## config.mk

```make
export PLATFORM = sky130hd
export DESIGN_NAME = barometer_compensation_crc4
export DESIGN_NICKNAME = d
export VERILOG_FILES = /design/src/sv/bcc_pkg.sv /design/src/sv/bcc_mul.sv /design/src/sv/bcc_crc.sv /design/src/sv/barometer_compensation_crc4.sv
export VERILOG_INCLUDE_DIRS = /design/src /design/src/sv
export SDC_FILE = /design/constraint.sdc
export NUM_CORES = 2
export LEC_CHECK = 0
export BUFFER_PORTS_ARGS = -buffer_cell sky130_fd_sc_hd__buf_2
export CAP_MARGIN = 20
export CORE_MARGIN = 5
export CORE_UTILIZATION = 67
export CTS_BUF_LIST = sky130_fd_sc_hd__clkbuf_8
export DETAILED_ROUTE_END_ITERATION = 10
export PLACE_DENSITY = 0.84
export SYNTH_ARGS = -nofsm -noshare
export SYNTH_HDL_FRONTEND = slang
export SYNTH_SLANG_ARGS = --single-unit
```

## constraint.sdc

```tcl
create_clock -name aclk -period 12.3 [get_ports aclk]
set_clock_uncertainty 0.15 [all_clocks]
set_input_delay 1.845 -clock aclk [delete_from_list [all_inputs] [get_ports aclk]]
set_output_delay 1.845 -clock aclk [all_outputs]
set_load 0.01 [all_outputs]
```

## src/sv/barometer_compensation_crc4_defines.svh

```systemverilog
// Assertion helpers shared by the checking code of this block.
`ifndef BAROMETER_COMPENSATION_CRC4_DEFINES_SVH
`define BAROMETER_COMPENSATION_CRC4_DEFINES_SVH

// Same-cycle implication.
`define BCC_ASSERT_IMPL(label, clk, rstn, ante, cons) \
    label: assert property (@(posedge clk) disable iff (!(rstn)) (ante) |-> (cons)) \
        else $error("bcc check failed");

// Next-cycle implication.
`define BCC_ASSERT_NEXT(label, clk, rstn, ante, cons) \
    label: assert property (@(posedge clk) disable iff (!(rstn)) (ante) |=> (cons)) \
        else $error("bcc check failed");

`endif

```

## src/sv/bcc_pkg.sv

```systemverilog
`timescale 1ns / 1ps
package bcc_pkg;

    localparam int NumRegs  = 7;
    localparam int CfgIdxW  = 3;
    localparam int WordW    = 16;
    localparam int SampleW  = 24;
    localparam int ValueW   = 32;
    localparam int DiffW    = 26;
    localparam int MulAW    = 26;
    localparam int MulBW    = 20;
    localparam int ProdW    = MulAW + MulBW;
    localparam int SensW    = 38;
    localparam int AccW     = 62;
    localparam int CrcCntW  = 4;

    localparam int TempBase      = 2000;
    localparam int TempShift     = 23;
    localparam int SensProdShift = 21;
    localparam int PressShift    = 15;
    localparam int OffShift      = 6;
    localparam int SensShift     = 7;
    localparam int SensSplit     = 19;

    localparam logic [WordW-1:0] CrcPoly       = 16'h3000;
    localparam logic [WordW-1:0] Word0Mask     = 16'h0FFF;
    localparam logic [WordW-1:0] CrcNibbleMask = 16'hF000;

    // Calibration register indexes
    localparam logic [CfgIdxW-1:0] RegFactory   = 3'd0;
    localparam logic [CfgIdxW-1:0] RegSens      = 3'd1;
    localparam logic [CfgIdxW-1:0] RegOff       = 3'd2;
    localparam logic [CfgIdxW-1:0] RegSensTemp  = 3'd3;
    localparam logic [CfgIdxW-1:0] RegOffTemp   = 3'd4;
    localparam logic [CfgIdxW-1:0] RegRefTemp   = 3'd5;
    localparam logic [CfgIdxW-1:0] RegTempSlope = 3'd6;
    localparam logic [CfgIdxW-1:0] RegPad       = 3'd7;

    typedef logic [WordW-1:0] word_t;
    typedef word_t [NumRegs-1:0] cal_t;

    typedef struct packed {
        logic                    en;
        logic signed [MulAW-1:0] a;
        logic signed [MulBW-1:0] b;
    } mul_req_t;

    typedef struct packed {
        logic done;
        logic match;
    } crc_stat_t;

endpackage

```

## src/sv/bcc_mul.sv

```systemverilog
`timescale 1ns / 1ps
// Shared signed multiplier, registered product.
module bcc_mul (
    input  logic                                 aclk,
    input  bcc_pkg::mul_req_t                    req,
    output logic signed [bcc_pkg::ProdW-1:0]     prod
);
    localparam int ProdW = bcc_pkg::ProdW;
    localparam int MulAW = bcc_pkg::MulAW;
    localparam int MulBW = bcc_pkg::MulBW;

    logic signed [ProdW-1:0] a_ext;
    logic signed [ProdW-1:0] b_ext;
    logic signed [ProdW-1:0] prod_reg;

    assign a_ext = $signed({{(ProdW-MulAW){req.a[MulAW-1]}}, req.a});
    assign b_ext = $signed({{(ProdW-MulBW){req.b[MulBW-1]}}, req.b});

    always_ff @(posedge aclk) begin
        if (req.en) begin
            prod_reg <= a_ext * b_ext;
        end
    end

    assign prod = prod_reg;

endmodule

```

## src/sv/bcc_crc.sv

```systemverilog
`timescale 1ns / 1ps
// CRC4 over the calibration words, one byte per cycle.
module bcc_crc (
    input  logic                aclk,
    input  logic                aresetn,
    input  logic                start,
    input  bcc_pkg::cal_t       cal,
    output bcc_pkg::crc_stat_t  stat
);
    localparam int WordW   = bcc_pkg::WordW;
    localparam int CrcCntW = bcc_pkg::CrcCntW;

    logic [CrcCntW-1:0] cnt_reg;
    logic               busy_reg;
    logic               match_reg;
    logic [WordW-1:0]   rem_reg;
    logic [WordW-1:0]   rem_next;
    logic [WordW-1:0]   word;
    logic [7:0]         byte_v;
    logic [2:0]         widx;

    assign widx = cnt_reg[CrcCntW-1:1];

    always_comb begin
        word = '0;
        if (widx != bcc_pkg::RegPad) begin
            word = cal[widx];
        end
        if (widx == bcc_pkg::RegFactory) begin
            word = word & bcc_pkg::Word0Mask;
        end
        byte_v   = cnt_reg[0] ? word[7:0] : word[WordW-1:8];
        rem_next = rem_reg ^ {8'd0, byte_v};
        for (int b = 0; b < 8; b++) begin
            if (rem_next[WordW-1]) begin
                rem_next = {rem_next[WordW-2:0], 1'b0} ^ bcc_pkg::CrcPoly;
            end else begin
                rem_next = {rem_next[WordW-2:0], 1'b0};
            end
        end
    end

    always_ff @(posedge aclk) begin
        if (!aresetn) begin
            busy_reg  <= 1'b0;
            cnt_reg   <= '0;
            match_reg <= 1'b0;
            rem_reg   <= '0;
        end else if (start) begin
            busy_reg <= 1'b1;
            cnt_reg  <= '0;
            rem_reg  <= '0;
        end else if (busy_reg) begin
            rem_reg <= rem_next;
            cnt_reg <= cnt_reg + 1'b1;
            if (cnt_reg == '1) begin
                busy_reg  <= 1'b0;
                match_reg <= (rem_next & bcc_pkg::CrcNibbleMask) ==
                             (cal[bcc_pkg::RegFactory] & bcc_pkg::CrcNibbleMask);
            end
        end
    end

    assign stat.done  = !busy_reg;
    assign stat.match = match_reg;

endmodule

```

## src/sv/barometer_compensation_crc4.sv

```systemverilog
`timescale 1ns / 1ps
// Barometer first-order compensation with calibration CRC4 check.
// Input channel s_*: s_action (0 temperature, 1 pressure) and a 24-bit raw
// sample. Each input transaction yields exactly one result transaction on m_*:
// kind, signed 32-bit value, saturated flag and calibration_ok.
// Calibration words are written on cfg_* (index 0..6, others ignored); the
// port is always ready, and writes are expected only while the block is idle.
// A temperature transaction stores the temperature difference used by later
// pressure transactions; pressure before any temperature uses zero.
// The CRC4 engine walks the 16 calibration bytes one per cycle, and it sets
// the pace: a result is registered once the CRC is done, and s_ready returns
// at that same edge, so an item is accepted only after the last one is done.
// Arithmetic runs beside the CRC through a single 26x20 multiplier (one
// product for temperature, four for pressure).
// s_ready is high only while the sequencer idles. A finished result sits in
// the output register; if the receiver stalls, the next item still runs and
// holds in its final step until the output register frees up.
// Reset (aresetn low, synchronous) clears calibration words, the stored
// temperature difference and all handshake state.
`include "barometer_compensation_crc4_defines.svh"

module barometer_compensation_crc4 (
    input  logic                                  aclk,
    input  logic                                  aresetn,
    // input channel
    input  logic                                  s_valid,
    output logic                                  s_ready,
    input  logic                                  s_action,
    input  logic [bcc_pkg::SampleW-1:0]           s_raw_sample,
    // result channel
    output logic                                  m_valid,
    input  logic                                  m_ready,
    output logic                                  m_kind,
    output logic signed [bcc_pkg::ValueW-1:0]     m_value,
    output logic                                  m_saturated,
    output logic                                  m_calibration_ok,
    // configuration writes
    input  logic                                  cfg_valid,
    output logic                                  cfg_ready,
    input  logic [bcc_pkg::CfgIdxW-1:0]           cfg_index,
    input  logic [bcc_pkg::WordW-1:0]             cfg_data
);
    localparam int SampleW = bcc_pkg::SampleW;
    localparam int ValueW  = bcc_pkg::ValueW;
    localparam int DiffW   = bcc_pkg::DiffW;
    localparam int ProdW   = bcc_pkg::ProdW;
    localparam int SensW   = bcc_pkg::SensW;
    localparam int AccW    = bcc_pkg::AccW;
    localparam int CfgIdxW = bcc_pkg::CfgIdxW;
    localparam int SensSplit = bcc_pkg::SensSplit;

    localparam logic signed [AccW-1:0] TempBaseAcc = AccW'(bcc_pkg::TempBase);
    localparam logic signed [AccW-1:0] SatMax =
        {{(AccW-ValueW+1){1'b0}}, {(ValueW-1){1'b1}}};
    localparam logic signed [AccW-1:0] SatMin =
        {{(AccW-ValueW+1){1'b1}}, {(ValueW-1){1'b0}}};

    typedef enum logic [3:0] {
        ST_IDLE,
        ST_T_DIFF,
        ST_T_MUL,
        ST_T_SUM,
        ST_P_MUL_OFF,
        ST_P_OFF,
        ST_P_MUL_SENS,
        ST_P_SENS,
        ST_P_MUL_LO,
        ST_P_LO,
        ST_P_MUL_HI,
        ST_P_HI,
        ST_P_SUB,
        ST_P_SHIFT,
        ST_FINISH
    } state_t;

    state_t state_reg, state_next;

    bcc_pkg::cal_t            cal_reg;
    logic signed [DiffW-1:0]  dt_reg;
    logic [SampleW-1:0]       raw_reg;
    logic                     kind_reg;
    logic signed [SensW-1:0]  off_reg;
    logic signed [SensW-1:0]  sens_reg;
    logic signed [AccW-1:0]   acc_reg;

    logic                     m_valid_reg;
    logic                     m_kind_reg;
    logic signed [ValueW-1:0] m_value_reg;
    logic                     m_saturated_reg;
    logic                     m_calibration_ok_reg;

    bcc_pkg::mul_req_t        mul_req;
    logic signed [ProdW-1:0]  prod;
    bcc_pkg::crc_stat_t       crc_stat;

    logic                     in_fire;
    logic                     out_free;
    logic                     result_load;

    // Datapath terms
    logic signed [ProdW-1:0]  prod_off_shr;
    logic signed [ProdW-1:0]  prod_sens_shr;
    logic signed [AccW-1:0]   prod_ext;
    logic signed [SensW-1:0]  off_next;
    logic signed [SensW-1:0]  sens_next;
    logic signed [DiffW-1:0]  dt_next;
    logic signed [AccW-1:0]   off_ext;
    logic                     sat_hi;
    logic                     sat_lo;

    assign in_fire     = s_valid && s_ready;
    assign out_free    = !m_valid_reg || m_ready;
    assign result_load = (state_reg == ST_FINISH) && crc_stat.done && out_free;
    assign s_ready     = (state_reg == ST_IDLE);
    assign cfg_ready   = 1'b1;

    // Shared multiplier
    bcc_mul u_mul (
        .aclk (aclk),
        .req  (mul_req),
        .prod (prod)
    );

    // CRC4 engine, restarted for every item
    bcc_crc u_crc (
        .aclk    (aclk),
        .aresetn (aresetn),
        .start   (in_fire),
        .cal     (cal_reg),
        .stat    (crc_stat)
    );

    assign prod_ext      = $signed({{(AccW-ProdW){prod[ProdW-1]}}, prod});
    assign prod_off_shr  = prod >>> bcc_pkg::OffShift;
    assign prod_sens_shr = prod >>> bcc_pkg::SensShift;

    // OFF = C2*2^17 + (C4*dT)/2^6, SENS = C1*2^16 + (C3*dT)/2^7
    assign off_next  = $signed({5'd0, cal_reg[bcc_pkg::RegOff], 17'd0}) +
                       $signed(prod_off_shr[SensW-1:0]);
    assign sens_next = $signed({6'd0, cal_reg[bcc_pkg::RegSens], 16'd0}) +
                       $signed(prod_sens_shr[SensW-1:0]);
    assign dt_next   = $signed({2'd0, raw_reg}) -
                       $signed({2'd0, cal_reg[bcc_pkg::RegRefTemp], 8'd0});
    assign off_ext   = $signed({{(AccW-SensW){off_reg[SensW-1]}}, off_reg});

    assign sat_hi = (acc_reg > SatMax);
    assign sat_lo = (acc_reg < SatMin);

    // Multiplier operand select; raw*SENS is split into low and high halves
    always_comb begin
        mul_req.en = 1'b0;
        mul_req.a  = dt_reg;
        mul_req.b  = $signed({4'd0, cal_reg[bcc_pkg::RegTempSlope]});
        case (state_reg)
            ST_T_MUL: begin
                mul_req.en = 1'b1;
            end
            ST_P_MUL_OFF: begin
                mul_req.en = 1'b1;
                mul_req.b  = $signed({4'd0, cal_reg[bcc_pkg::RegOffTemp]});
            end
            ST_P_MUL_SENS: begin
                mul_req.en = 1'b1;
                mul_req.b  = $signed({4'd0, cal_reg[bcc_pkg::RegSensTemp]});
            end
            ST_P_MUL_LO: begin
                mul_req.en = 1'b1;
                mul_req.a  = $signed({2'd0, raw_reg});
                mul_req.b  = $signed({1'b0, sens_reg[SensSplit-1:0]});
            end
            ST_P_MUL_HI: begin
                mul_req.en = 1'b1;
                mul_req.a  = $signed({2'd0, raw_reg});
                mul_req.b  = $signed({sens_reg[SensW-1], sens_reg[SensW-1:SensSplit]});
            end
            default: begin
                mul_req.en = 1'b0;
            end
        endcase
    end

    // Sequencer
    always_comb begin
        state_next = state_reg;
        case (state_reg)
            ST_IDLE: begin
                if (in_fire) begin
                    state_next = s_action ? ST_P_MUL_OFF : ST_T_DIFF;
                end
            end
            ST_T_DIFF:     state_next = ST_T_MUL;
            ST_T_MUL:      state_next = ST_T_SUM;
            ST_T_SUM:      state_next = ST_FINISH;
            ST_P_MUL_OFF:  state_next = ST_P_OFF;
            ST_P_OFF:      state_next = ST_P_MUL_SENS;
            ST_P_MUL_SENS: state_next = ST_P_SENS;
            ST_P_SENS:     state_next = ST_P_MUL_LO;
            ST_P_MUL_LO:   state_next = ST_P_LO;
            ST_P_LO:       state_next = ST_P_MUL_HI;
            ST_P_MUL_HI:   state_next = ST_P_HI;
            ST_P_HI:       state_next = ST_P_SUB;
            ST_P_SUB:      state_next = ST_P_SHIFT;
            ST_P_SHIFT:    state_next = ST_FINISH;
            ST_FINISH: begin
                if (crc_stat.done && out_free) begin
                    state_next = ST_IDLE;
                end
            end
            default:       state_next = ST_IDLE;
        endcase
    end

    always_ff @(posedge aclk) begin
        if (!aresetn) begin
            state_reg   <= ST_IDLE;
            m_valid_reg <= 1'b0;
            cal_reg     <= '0;
            dt_reg      <= '0;
        end else begin
            state_reg <= state_next;

            if (cfg_valid && cfg_ready && (cfg_index < CfgIdxW'(bcc_pkg::NumRegs))) begin
                cal_reg[cfg_index] <= cfg_data;
            end

            // a new result may replace one leaving at the same edge
            if (result_load) begin
                m_valid_reg <= 1'b1;
            end else if (m_valid_reg && m_ready) begin
                m_valid_reg <= 1'b0;
            end

            case (state_reg)
                ST_IDLE: begin
                    if (in_fire) begin
                        raw_reg  <= s_raw_sample;
                        kind_reg <= s_action;
                    end
                end
                ST_T_DIFF:  dt_reg   <= dt_next;
                ST_T_SUM:   acc_reg  <= TempBaseAcc + (prod_ext >>> bcc_pkg::TempShift);
                ST_P_OFF:   off_reg  <= off_next;
                ST_P_SENS:  sens_reg <= sens_next;
                ST_P_LO:    acc_reg  <= prod_ext;
                ST_P_HI:    acc_reg  <= acc_reg + (prod_ext <<< SensSplit);
                ST_P_SUB:   acc_reg  <= (acc_reg >>> bcc_pkg::SensProdShift) - off_ext;
                ST_P_SHIFT: acc_reg  <= acc_reg >>> bcc_pkg::PressShift;
                ST_FINISH: begin
                    if (result_load) begin
                        m_kind_reg           <= kind_reg;
                        m_saturated_reg      <= sat_hi || sat_lo;
                        m_calibration_ok_reg <= crc_stat.match;
                        if (sat_hi) begin
                            m_value_reg <= SatMax[ValueW-1:0];
                        end else if (sat_lo) begin
                            m_value_reg <= SatMin[ValueW-1:0];
                        end else begin
                            m_value_reg <= acc_reg[ValueW-1:0];
                        end
                    end
                end
                default: begin
                end
            endcase
        end
    end

    assign m_valid          = m_valid_reg;
    assign m_kind           = m_kind_reg;
    assign m_value          = m_value_reg;
    assign m_saturated      = m_saturated_reg;
    assign m_calibration_ok = m_calibration_ok_reg;

    // Checks
    `BCC_ASSERT_NEXT(a_busy_after_accept, aclk, aresetn, s_valid && s_ready, !s_ready)
    `BCC_ASSERT_IMPL(a_temp_never_clips, aclk, aresetn, m_valid && !m_kind, !m_saturated)
    `BCC_ASSERT_IMPL(a_clip_at_limit, aclk, aresetn, m_valid && m_saturated,
        (m_value == 32'sh7FFF_FFFF) || (m_value == 32'sh8000_0000))
    `BCC_ASSERT_IMPL(a_result_after_crc, aclk, aresetn, $rose(m_valid), crc_stat.done)

endmodule

```

== After elaboration in Yosys (flattened, before gate mapping) ==
Index checks and enable logic that the tools add are counted.
W data, S select, Z words.

* Order comparisons: 6
* Bitwise gates (word level): 12
* Add/subtract/negate cells: 7
* Muxes and demuxes: 30
* Reduce and logical (&&, ||, !) cells: 28
* Multipliers: 1
* Eq/ne operators: 19

{| class="wikitable"
|+ Operator list
! operator !! number
|-
| $pmux W62 S5 || 1
|-
| $bwmux W112 || 1
|-
| $mux W14 || 8
|-
| $pmux W20 S4 || 1
|-
| $mux W16 || 4
|-
| $add A62 B62 Y62 || 1
|-
| $gt A62 B32 Y1 const B || 1
|-
| $lt A62 B32 Y1 const B || 1
|-
| $pmux W4 S14 || 1
|-
| $bmux W16 S3 || 1
|-
| $demux W16 S3 || 1
|-
| $mul A26 B20 Y46 || 1
|-
| $sub A41 B38 Y42 || 1
|-
| $add A33 B38 Y38 || 1
|-
| $add A34 B38 Y38 || 1
|-
| $eq A4 B4 Y1 const B || 8
|-
| $mux W32 || 1
|-
| $mux W26 || 1
|-
| $sub A24 B24 Y25 || 1
|-
| $add A12 B23 Y24 const A || 1
|-
| $eq A4 B3 Y1 const B || 4
|-
| $not A2 Y2 || 8
|-
| $xor A16 B8 Y16 || 1
|-
| $reduce_and A3 Y1 || 4
|-
| 25 further kinds || 49
|}

* Bits of input ports: 49
* Output and inout port bits: 38
* Flip-flop bits (word level): 409
* Word-level logic and storage cells: 128

== Longest topological paths before layout ==
* Depth in word-level cells: 23
* Depth in mapped cells: 34

== Cells and area by module ==
From an unflattened synthesis, not the netlist that was laid out.

* Cell total of the unflattened synthesis: 4,574
* Area, all modules: 42,663.4 µm²

{| class="wikitable"
|+ Modules (own cells, without submodules)
! module !! area each (µm²) !! cells each !! seq. area each (µm²) !! times used
|-
| barometer_compensation_crc4 || 20,603.5 || 2,217 || 8,788.4 || 1
|-
| bcc_mul || 20,313.2 || 2,158 || 1,381.3 || 1
|-
| bcc_crc || 1,746.7 || 199 || 280.3 || 1
|}

== Least setup slack after synthesis ==
OpenSTA, ideal clock, no wires.

* Kind: register to register
* Start: reg state_reg[2]
* End: reg u_mul.prod_reg[44], in the netlist u_mul.prod[44], data pin
* Library setup time: 0.269 ns
* Data required time: 11.881 ns
* Setup slack: 3.608 ns
* Stages on the path, launching flop included: 31
* Arrival time: 8.274 ns
* Buffers on the path: 4
* Cells stage by stage: dfxtp_1 -> clkbuf_1 -> nor2_1 -> and3_1 -> clkbuf_1 -> clkbuf_1 -> a221oi_1 -> clkbuf_1 -> nor2_1 -> fa_1 -> fa_1 -> inv_1 -> fa_1 -> inv_1 -> fa_1 -> fa_1 -> fa_1 -> inv_1 -> fa_1 -> inv_1 -> ha_1 -> a211o_1 -> a211oi_1 -> or4b_1 -> a31oi_4 -> o31ai_2 -> o311ai_4 -> o211ai_2 -> a21oi_4 -> o31ai_1 -> xor2_1

* Cells in the longest elaborated chain, start to end: 4

{| class="wikitable"
|+ Ends and longest elaborated chain
! what !! RTL line !! text
|-
| start: declaration || barometer_compensation_crc4.sv:76 || <nowiki>state_t state_reg, state_next;</nowiki>
|-
| start signal: assignment || barometer_compensation_crc4.sv:220 || <nowiki>state_reg <= state_next;</nowiki>
|-
| $eq A4 B4 Y1 || barometer_compensation_crc4.sv:154 || <nowiki>case (state_reg)</nowiki>
|-
| $reduce_or A2 Y1 (no line) || - ||
|-
| $mux W26 || barometer_compensation_crc4.sv:154 ||
|-
| $mul A26 B20 Y46 (*) || bcc_mul.sv:21 || <nowiki>prod_reg <= a_ext * b_ext;</nowiki>
|-
| end signal: assignment || bcc_mul.sv:21 ||
|-
| end: declaration || bcc_mul.sv:14 || <nowiki>logic signed [ProdW-1:0] prod_reg;</nowiki>
|}

Mark *: on every way between the ends. The rest lies on a longest branch, timed or not.
A chain may end at the register's enable or synchronous reset.

== Final worst setup path ==
* Start: reg state_reg[0]
* End: reg u_mul.prod_reg[42], in the netlist u_mul.prod[42], data pin

The elaborated chain is that of the path after synthesis.

==> qor.log <==
[logic_synthesis] number of synthesized register bits 400
[logic_synthesis] number of distinct library cell variants in the gate-level netlist after synthesis 89
[drt] Met2 Routed Length 55,810 um
[global_routing] pin count of the biggest net entering global routing 79
[drt] # DRC 0
[cells_and_area] top library cells by usage in the layout, fill and taps aside sky130_fd_sc_hd__inv_1 (716), sky130_fd_sc_hd__nand2_1 (644), sky130_fd_sc_hd__fa_1 (521), sky130_fd_sc_hd__nor2_1 (421), sky130_fd_sc_hd__ha_1 (251)
[setup_path] cell with the largest stage delay on the worst path sky130_fd_sc_hd__dfxtp_1
[global_routing] total congestion overflow after global routing 0
[setup_path] Critical Setup Path Class flip-flop to flip-flop
[clock_network] Post-CTS Setup Bufs 0
[flow_run] number of max-cap violations 0
[sta] Max Freq 100.8 MHz
[clock_network] cts-stage hold buffer count 0
[logic_synthesis] synthesized instance count 4,547
[cells_and_area] most common cell after layout, fill and taps aside sky130_fd_sc_hd__inv_1
[pwr] worst supply voltage drop on vdd 109.5 uV
[drt] via count 34,470
[sta] number of endpoints failing setup at the final stage 0
[setup_path] logic depth of the worst path, buffers included 26
[placement] minimum setup slack after placement 2382 ps
[clock_network] number of clock sinks seen by CTS 400
[drt] via density per instance 6.276
[cells_and_area] number of standard cells in the final layout excluding fillers 5,493
[sta] number of endpoints with negative hold slack in the final report 0
[cells_and_area] fill count 4,713
[global_routing] Total GRT Usage 0.3831
[cells_and_area] flip-flop and latch area 0.01045 mm2
[die] full die area 0.06740 mm2
[setup_path] startpoint of the worst setup timing path state_reg[0]$_SDFFE_PN0P_
[setup_path] end of the worst register-to-register path u_mul.prod[42]$_DFFE_PP_
[sta] Max Transition Viols Final 0
[logic_synthesis] Mean Syn Cell Area 9.181 um2
[die] Core Region 0.06171 mm2
[logic_synthesis] part of the Yosys area used for sequential elements 0.2503
[cells_and_area] area delta synth->final 7.215%
[drt] total routed wire length on the met1 layer 46,470 um
[clock_network] maximum root-to-sink buffer count 3
[setup_path] CP startpoint kind flip-flop
[clock_network] latest clock arrival within the worst-skew pair 670 ps
[pwr] power density relative to cell area 100.5 mW/mm2
[run_status] result of the run completed
[drt] routed length on met3 17,040 um
[placement] number of input and output port buffers inserted 85
[die] y dimension of the die 259.6 um
[die] cell row count 91
[setup_path] buffering stage count on the worst path with inverters included 3
[drt] Routed wire per std cell 23.48 um
[clock_network] post-CTS clock slew at the launch and capture registers of the worst setup and hold paths 60 ps
[placement] HPWL after DPL 99,630 um
[global_routing] vias in the first global route 34,220
[cells_and_area] flip-flop count of the largest register, all copies and words added 112
[setup_path] delay of the slowest critical-path stage 730 ps
[placement] Placed Cells incl. Taps 5,363
[worst_hold_path] class of the most critical hold timing path flip-flop to flip-flop
[sta] Tmin final 9916 ps
[sta] Max-slew headroom 0.1913
[logic_synthesis] ys flop type sky130_fd_sc_hd__edfxtp_1
[drt] Final Routed Wirelength 129,000 um
[logic_synthesis] EDFF count, synth 244
[clock_network] number of buffers created by CTS 66
[logic_synthesis] FFs w/ async S/R, synth 0
[sta] Final TNS setup 0 ps
[sta] unrepaired setup endpoints after global routing no
[cells_and_area] share of layout cells above drive strength 1 0.07715
[sta] Worst Slack Setup Final 2384 ps
[drt] top routing layer used met5
[drt] First DRT Iteration DRCs 4,442
[setup_path] Worst R2R Setup Slack 2380 ps
[setup_path] required time at the endpoint of the critical path 12,570 ps
[setup_path] biggest fanout along the worst timing path 25
[logic_synthesis] count of yosys warnings during synthesis 0
[clock_network] clock tree from TritonCTS done
[placement] last weighted congestion value of the routability-driven placer 1.013
[clock_network] H-Tree Depth 3
[setup_path] kind of end point of the critical path flip-flop
[clock_network] cells resized by post-CTS repair 0
[setup_path] FF-to-FF path depth 26
[setup_path] critical path arrival 10,190 ps
[drt] number of routed nets with antenna violations 0
[sta] final worst path period share 0.8062
[pwr] Static Leakage 0.01989 uW
[setup_path] Top Family by Delay on Critical Path adder cells
[cells_and_area] final instance area 0.04476 mm2
[cells_and_area] area occupied by multi-input gates 0.02812 mm2
[setup_path] source of the worst register-to-register timing path state_reg[0]$_SDFFE_PN0P_
[global_routing] wire length of the first global-routing pass 197,600 um
[die] width of the die 259.6 um
[drt] drt first pass iters 10
[die] I/O pin count 87
[clock_network] buffer cell driving the clock tree root sky130_fd_sc_hd__clkbuf_8
[setup_path] crit path capture u_mul.prod[42]$_DFFE_PP_
[logic_synthesis] post-synthesis instance area 0.04174 mm2
[placement] post-placement cell area 0.04324 mm2
[global_routing] antenna violations before repair 4
[die] initial core utilization 0.6764
[setup_path] most used cell along the critical path sky130_fd_sc_hd__fa_1
[cells_and_area] final-stage net count 5,420
[sta] transition time at the pin with the least slew margin 1190 ps
[cells in the mapped netlist (all sizes together) (29+ instances only)]
library cell    n  area (um2)
a21boi        138        1036
a21o           65       489.2
a21oi         160       823.3
a22oi          34       255.2
a31oi          31       209.0
clkbuf        166       624.3
dfxtp         156        3123
edfxtp        244        7327
fa            521       10430
ha            251        3141
inv           695        2609
mux2           29       326.6
mux2i          36       360.4
nand2         644        2417
nand2b         56       350.3
nand3          56       280.3
nor2          425        1595
nor3           31       155.2
o21ai         160       804.5
o21bai         32       240.2
xnor2         139        1217
xor2           68       595.6
[per-layer routing]
layer / vias up / track usage
met2: 2292 / 0.5819
met3: 565 / 0.1036
li1: 15100 / -
met1: 16510 / 0.5040
met4: 4 / 0.2115
met5: - / 0
[worst min-delay path by stage]
stage | start | endpoint | slack [ps] | cells after the start
final | kind_reg$_DFFE_PP_ | m_kind$_DFFE_PP_ | 280 | 0
after global routing | kind_reg$_DFFE_PP_ | m_kind$_DFFE_PP_ | 310 | 0
after CTS | kind_reg$_DFFE_PP_ | m_kind$_DFFE_PP_ | 270 | 0
after detailed placement | kind_reg$_DFFE_PP_ | m_kind$_DFFE_PP_ | 260 | 0
after global placement | kind_reg$_DFFE_PP_ | m_kind$_DFFE_PP_ | 250 | 0
after floorplan | kind_reg$_DFFE_PP_ | m_kind$_DFFE_PP_ | 250 | 0
[where the power goes]
group | internal, uW | switching, uW
Clock | 704 | 593
Sequential | 1570 | 178
Combinational | 523 | 932
[final cells by class]
class	instances	share of cell area
Antenna cell	3	0.0001677
Clock buffer	73	0.02245
Clock inverter	49	0.009449
Inverter	695	0.05829
Multi-Input combinational cell	3270	0.6283
Sequential cell	400	0.2335
Tap cell	837	0.02340
Timing Repair Buffer	166	0.02438
[stage by stage]
stage	utilization	total power [uW]	hold slack, ps
floorplan	-	2641	250.3
global route	0.7251	4670	308.2
detailed placement	0.7007	3159	260.2
finish	0.7252	4497	276.2
CTS	0.7239	4440	274.2
global placement	0.7006	3134	252.4
[cells by family after synthesis]
family / Yosys count / share of synthesized area
compound gates: 835 / 0.1381
xor+xnor: 207 / 0.04343
fa+ha+maj: 772 / 0.3251
buf+inv: 881 / 0.07958
flops: 400 / 0.2503
mux: 77 / 0.02293
other cells: 2 / 0.0001799
simple gates: 1373 / 0.1404
Note: power is estimated with default switching activity, not from simulation.
